<file path="src/gbr_pkg.sv">
`timescale 1ns / 1ps
// ----------------------------------------------------------------------------
// gbr_pkg: shared types and constants of the 5x5 RGB Gaussian blur
// Types for the pixel window, the lane inputs, the register indexes and the
// mapping from a window position to its weight class.
// ----------------------------------------------------------------------------
package gbr_pkg;

	localparam int DEF_MAX_WIDTH  = 1024;
	localparam int DEF_MAX_HEIGHT = 4096;
	localparam int NCLS = 6;
	localparam int CSW  = 11;
	localparam int WTW  = 16;
	localparam int PIXW = 24;

	typedef logic [4:0][4:0][PIXW-1:0] gbr_win_t;
	typedef logic [4:0][4:0][7:0] gbr_chwin_t;
	typedef logic [NCLS-1:0][WTW-1:0] gbr_wts_t;

	typedef struct packed {
		logic [4:0] row_ok;
		logic [4:0] col_ok;
	} gbr_mask_t;

	typedef enum logic [2:0] {
		REG_WIDTH,
		REG_HEIGHT,
		REG_W_CENTER,
		REG_W_DIST1,
		REG_W_DIST2,
		REG_W_DIST4,
		REG_W_DIST5,
		REG_W_DIST8
	} gbr_reg_t;

	function automatic logic [2:0] weight_class(input int i, input int j);
		int d;
		logic [2:0] c;
		d = (i - 2) * (i - 2) + (j - 2) * (j - 2);
		case (d)
			0: c = 3'd0;
			1: c = 3'd1;
			2: c = 3'd2;
			4: c = 3'd3;
			5: c = 3'd4;
			default: c = 3'd5;
		endcase
		return c;
	endfunction

endpackage

</file>
<file path="src/gbr_lane.sv">
`timescale 1ns / 1ps
// ----------------------------------------------------------------------------
// gbr_lane: weighted 5x5 sum of one color channel
// Adds the in-frame pixels of each weight class, multiplies the six class
// sums by their weights, then adds, floors and saturates the result.
// ----------------------------------------------------------------------------
module gbr_lane (
	input  logic clk,
	input  logic en,
	input  gbr_pkg::gbr_chwin_t win,
	input  gbr_pkg::gbr_mask_t mask,
	input  gbr_pkg::gbr_wts_t wts,
	output logic [7:0] res
);
	import gbr_pkg::*;

	localparam int PW = CSW + WTW;
	localparam int SW = PW + 3;

	logic [CSW-1:0] csum [NCLS];
	logic [CSW-1:0] csum_s3 [NCLS];
	logic [PW-1:0] prod_s4 [NCLS];
	logic [SW-1:0] total;

	always_comb begin
		for (int k = 0; k < NCLS; k++) begin
			csum[k] = '0;
		end
		for (int i = 0; i < 5; i++) begin
			for (int j = 0; j < 5; j++) begin
				if (mask.row_ok[i] && mask.col_ok[j]) begin
					csum[weight_class(i, j)] = csum[weight_class(i, j)] + CSW'(win[i][j]);
				end
			end
		end
	end

	always_ff @(posedge clk) begin
		if (en) begin
			for (int k = 0; k < NCLS; k++) begin
				csum_s3[k] <= csum[k];
				prod_s4[k] <= csum_s3[k] * wts[k];
			end
		end
	end

	always_comb begin
		total = '0;
		for (int k = 0; k < NCLS; k++) begin
			total = total + SW'(prod_s4[k]);
		end
		res = (total[SW-1:16] > (SW-16)'(255)) ? 8'hff : total[23:16];
	end

endmodule

</file>
<file path="config.mk">
export PLATFORM = sky130hd
export DESIGN_NAME = gbr_lane
export DESIGN_NICKNAME = d
export VERILOG_FILES = /design/src/gbr_pkg.sv /design/src/gbr_lane.sv
export SDC_FILE = /design/constraint.sdc
export NUM_CORES = 2
export LEC_CHECK = 0
export ABC_AREA = 1
export ABC_CLOCK_PERIOD_IN_PS = 10500
export BUFFER_PORTS_ARGS = -buffer_cell sky130_fd_sc_hd__buf_2
export CAP_MARGIN = 20
export CORE_ASPECT_RATIO = 1.5
export CORE_UTILIZATION = 52
export CTS_CLUSTER_SIZE = 25
export DETAILED_ROUTE_END_ITERATION = 7
export PLACE_DENSITY = 0.71
export RECOVER_POWER = 25
export SYNTH_ARGS = -nofsm -noshare
export SYNTH_HDL_FRONTEND = slang
export SYNTH_SLANG_ARGS = --single-unit
</file>
<file path="constraint.sdc">
create_clock -name clk -period 10.5 [get_ports clk]
set_input_delay 1.05 -clock clk [delete_from_list [all_inputs] [get_ports clk]]
set_output_delay 1.05 -clock clk [all_outputs]
set_load 0.005 [all_outputs]
</file>
# Word level (Yosys, flattened, before mapping)
# Memory sizes are Yosys's and may differ from the RTL's.
# Cells that the tools add are included.
[totals] in_bits=308 out_inout_bits=8 latchBits=0 rom_bits=88 word_cells=367 reg_bits=0 ram_bits=228 n_memories=3
[op_classes] n_lt_le_gt_ge=51 n_shift=0 n_mul=6 div=0 n_mux=201 bitwise=26 n_eq_ne=0 n_reduce_logical=50 add_sub_neg=30
[memory_table] memory="prod_s4" words=6 width=27 read_ports=6 rd_ports_with_merged_regs=0 write_ports=6 line_no="gbr_lane.sv:22" source="logic [PW-1:0] prod_s4 [NCLS];"
[memory_table] memory="(no name shown)" words=8 width=11 read_ports=1 rd_ports_with_merged_regs=0 write_ports=0 line_no="gbr_lane.sv:32" source="csum[weight_class(i, j)] = csum[weight_class(i, j)] + CSW'(win[i][j]);"
[memory_table] memory="csum_s3" words=6 width=11 read_ports=6 rd_ports_with_merged_regs=0 write_ports=6 line_no="gbr_lane.sv:21" source="logic [CSW-1:0] csum_s3 [NCLS];"
[op_table] cell="66-bit two-way mux" count=25
[op_table] cell="66-bit bitwise mux" count=24
[op_table] cell="11-bit demux with 3-bit select" count=25
[op_table] cell="11-bit two-way mux" count=75
[op_table] cell="11-bit binary-select mux with 3-bit select" count=24
[op_table] cell="11-bit by 8-bit adder with 11-bit output" count=25
[op_table] cell="11-bit by 16-bit multiplier with 27-bit output" count=6
[op_table] cell="4-bit >= comparator (second input constant)" count=25
[op_table] cell="4-bit by 1-bit < comparator with 1-bit output (second input constant)" count=25
[op_table] cell="3-bit NOT with 4-bit output" count=25
[op_table] cell="3-bit two-way mux" count=25
[op_table] cell="66-bit AND" count=1
[op_table] cell="30-bit by 27-bit adder with 30-bit output" count=2
[op_table] cell="1-bit logical AND" count=50
[op_table] cell="29-bit by 27-bit adder with 30-bit output" count=1
[op_table] cell="28-bit by 27-bit adder with 29-bit output" count=1
[op_table] cell="27-bit by 27-bit adder with 28-bit output" count=1
[op_table] cell="14-bit by 8-bit greater-than comparator with 1-bit output (second input constant)" count=1
[op_table] cell="8-bit two-way mux" count=1
[op_table] cell="1-bit two-way mux" count=2

# Depth between registers and ports, before layout
[depth] depth_word=153 ltp_mapped=53 mapped_depth_nobuf=53

# Least setup slack after synthesis
# Ideal clock, no wire load.
[synth_timing] kind="in2reg" start="in mask[1] in the netlist's numbering" end="mem csum_s3[4][10], data pin" path_slack_ps=2867 path_stages=50 required_ps=10251 setup_ps=249 n_path_buf=0 arrival_time_ps=7384 path_cell_list="nand2_2 nor2_1 ha_1 inv_1 fa_1 inv_1 a21oi_1 o21ai_0 o21ai_1 ha_1 nand3_1 nand3_1 xnor2_1 o21ai_1 ha_1 a21oi_1 nand2_1 inv_1 [14 not listed] nand2_1 ha_1 o21ai_0 nand2_1 or2_2 nand2_1 inv_1 o21a_1 ha_1 o21ai_0 nand2_1 nand2_1 nand2_1 nand4_1 nor2_1 nand2_1 nand2_1 inv_1"
[synth_lines] item="from (decl)" line_no="gbr_lane.sv:11" source="input gbr_pkg::gbr_mask_t mask,"
[synth_lines] item="to (decl)" line_no="gbr_lane.sv:21"

==> flow_summary.ini <==
[job]
cap_viol_max_count = 1

[route]
drt_pass1_iterations = 6
ant_nets = 0
drt-wirelength-per-cell_um = 17.1
detail_route.drc_violations = 0
via_count = 41000
dr.first_iter.drc_count = 1887
via_per_inst = 5.20
drt-total-wl_um = 135000

[global_route]
gr-max-usage-layer = met2
first_global_vias = 43400
grt.total_usage = 0.277
antenna_found_initial = 30
grt.met2_usage = 0.518
grt_pass1_wl_um = 219000
grtUsageMet1 = 0.316
maximum_number_of_pins_on_one_net_before_global_route_repair = 92
grt_remaining_overflow = 0
groute.layer.met3.usage = 0.0371

[timing]
timing_worst_slew_pin_value_ns = 5.44
final.setup.tns_ns = 0
timing.fmax_mhz = 122
hold_viol = 0
timing.final.crit_period_ns = 8.21
finClkSkew_ns = 0.0197
period_share = 0.782
grt_setup_unrepaired = false
number_of_failing_setup_endpoints_in_the_final_timing_report = 0
slew-limit-headroom = -2.62
final-max-slew-violation-count = 92

[synthesis]
mappedNetlistNets = 8184
synth_top_area_cell = sky130_fd_sc_hd__fa_1
async_sr_flop_fraction = 0
postSynthCellCount = 6475
edff_count_synth = 224
yosys.cell_types.count = 60
synth.cell_area_mm2 = 0.0516
netlist_top_cells_count = sky130_fd_sc_hd__inv_1, sky130_fd_sc_hd__nand2_1, sky130_fd_sc_hd__fa_1
netlist.area_leader.share = 0.323
synth-main-ff-cell = sky130_fd_sc_hd__edfxtp_1
syn_avg_cell_area_um2 = 7.96
synth-seq-area-share = 0.130
ys_warn_count = 0
synth.top_cells.by_area = sky130_fd_sc_hd__fa_1, sky130_fd_sc_hd__ha_1, sky130_fd_sc_hd__edfxtp_1, sky130_fd_sc_hd__inv_1, sky130_fd_sc_hd__nand2_1
ys_seq_elements = 224
yosys.cell_count.top_type = sky130_fd_sc_hd__inv_1

[layout]
number_of_filler_instances_in_the_final_layout = 9243
final_nets = 8287
syn2layout_area_growth_pct = 6.09
post_route_cells_drive_above_1_share = 0.0666
multi_input_comb_area_mm2 = 0.0376
area.sequential_mm2 = 0.00673

[setup_path]
worst-endpoint-arrival_ns = 8.54
rr_endpoint = prod_s4[3][26]$_DFFE_PP_
timing.reg2reg.worst_path_depth = 23
cpMaxStageDelayCell = sky130_fd_sc_hd__fa_1
end_kind = register
crit_fanout = 6
critical_path.startpoint_type = input port
worstSetupPathType = in -> reg
r2r_start = csum_s3[3][2]$_DFFE_PP_
worst-r2r-setup-slack_ns = 4.40
crit_required_ns = 10.82
critPathMostFrequentCell = sky130_fd_sc_hd__nand2_1
cp_slowest_stage_delay_ns = 0.38

[clocking]
clock_path_buffers = 3
hold_buffers = 0
clock_sink_count = 224
worst_setup_hold_path_clk_slew_ns = 0.07
root_buffer = sky130_fd_sc_hd__clkbuf_16
number_of_buffers_added_for_setup_after_cts = 0
cts-buffers-inserted = 25
tritoncts = built
cts.htree.levels = 1
number_of_cells_upsized_or_downsized_after_cts = 0
worst_skew_pair.late_latency_ns = 0.58

[min_path]
min_delay_path_depth = 3
holdCritStartpoint = win[101]
worst_hold_end = csum_s3[0][5]$_SDFFCE_PN0P_
worstHoldPathType = in -> reg

[placed_design]
finalWeightedCongestion = 0.945
dpl.hpwl_um = 116000
buffer_ports.inserted = 315

[floorplan]
placeableCoreArea_mm2 = 0.0984
std_cell_rows = 141
die_h_um = 388
design.portCount = 316
die_width_um = 259
initial_cell_density_of_the_core = 0.524
die_area_mm2 = 0.100

[outcome]
failing_checks = capacitance limit, slew limit
status = finished with violations
## sequential cells by signal (all words and copies together) (netlist names)
register  cells
prod_s4     161
csum_s3      63
## worst max-delay path by stage
stage                  from                       end  slack [ns]  cells after the start
global route        mask[1]  csum_s3[4][10]$_DFFE_PP_        1.45                     51
CTS                 mask[1]  csum_s3[4][10]$_DFFE_PP_        2.34                     50
detailed placement  mask[1]  csum_s3[4][10]$_DFFE_PP_        1.75                     50
floorplan           mask[1]  csum_s3[4][10]$_DFFE_PP_        2.87                     50
finish              mask[5]  csum_s3[4][10]$_DFFE_PP_        2.29                     50
global placement    mask[1]  csum_s3[4][10]$_DFFE_PP_        1.83                     47
## cells in the final DEF, fill, tap and decap left out, types with 8 or more instances in the layout
master,n
sky130_fd_sc_hd__buf_2,313
sky130_fd_sc_hd__or2_2,12
sky130_fd_sc_hd__xor2_1,123
sky130_fd_sc_hd__edfxtp_1,224
sky130_fd_sc_hd__a21oi_2,8
sky130_fd_sc_hd__nor2_1,186
sky130_fd_sc_hd__ha_1,568
sky130_fd_sc_hd__clkbuf_16,25
sky130_fd_sc_hd__o21ai_1,20
sky130_fd_sc_hd__o21a_1,10
sky130_fd_sc_hd__nand2_2,23
sky130_fd_sc_hd__o21ai_0,195
sky130_fd_sc_hd__xnor2_1,92
sky130_fd_sc_hd__a21o_1,17
sky130_fd_sc_hd__nand2_1,1652
sky130_fd_sc_hd__nand4_1,37
sky130_fd_sc_hd__o211ai_1,11
sky130_fd_sc_hd__o21bai_1,21
sky130_fd_sc_hd__a31oi_1,32
sky130_fd_sc_hd__fa_1,833
sky130_fd_sc_hd__nand3_1,104
sky130_fd_sc_hd__nor3_1,20
sky130_fd_sc_hd__a21oi_1,283
sky130_fd_sc_hd__inv_1,1661
sky130_fd_sc_hd__o221ai_1,10
## worst max-delay path: cells and delay by family
family / cells / cell delay [ns]
AND/OR/NAND/NOR: 22 / 2.30
adder cells (fa/ha/maj): 8 / 2.59
AO/OA/AOI/OAI: 10 / 1.47
buffers and inverters: 7 / 0.64
XOR/XNOR: 3 / 0.49
## kinds of logic after synthesis
group,Yosys count,synth area share
AND/OR/NAND/NOR,2068,0.160
buffers and inverters,1912,0.140
adder cells (fa/ha/maj),1401,0.461
AO/OA/AOI/OAI,655,0.0717
flip-flops,224,0.130
XOR/XNOR,215,0.0365
## final cells by class
cell class	instances	share of cell area
Clock buffer	27	0.0116
Multi-Input combinational cell	4339	0.688
Clock inverter	17	0.00391
Tap cell	1287	0.0294
Sequential cell	224	0.123
Timing Repair Buffer	318	0.0292
Antenna cell	4	0.000183
Inverter	1670	0.115
## routing by layer
metal | vias up | part of all wire | wire length [um]
met5 | - | 0.0024 | 322
met3 | 312 | 0.047 | 6340
met1 | 20100 | 0.38 | 51300
met4 | 52 | 0.041 | 5520
met2 | 959 | 0.53 | 71100
li1 | 19600 | - | -
## metrics by stage
stage | std cells | hold WS (ns) | utilization | instance area (um^2) | worst slack [ns]
6_report | 7886 | 0.767 | 0.556 | 54700 | 2.29
4_1_cts | 7882 | 0.742 | 0.556 | 54700 | 2.34
2_1_floorplan | 6475 | 0.690 | - | 51600 | 2.87
3_3_place_gp | 7838 | 0.957 | 0.547 | 53800 | 1.83
3_5_place_dp | 7838 | 1.01 | 0.547 | 53800 | 1.75
5_1_grt | 7885 | 0.767 | 0.556 | 54700 | 1.45
Power is not shown: default switching activity piles up to over one toggle a cycle in this logic, so the estimate is an artifact.
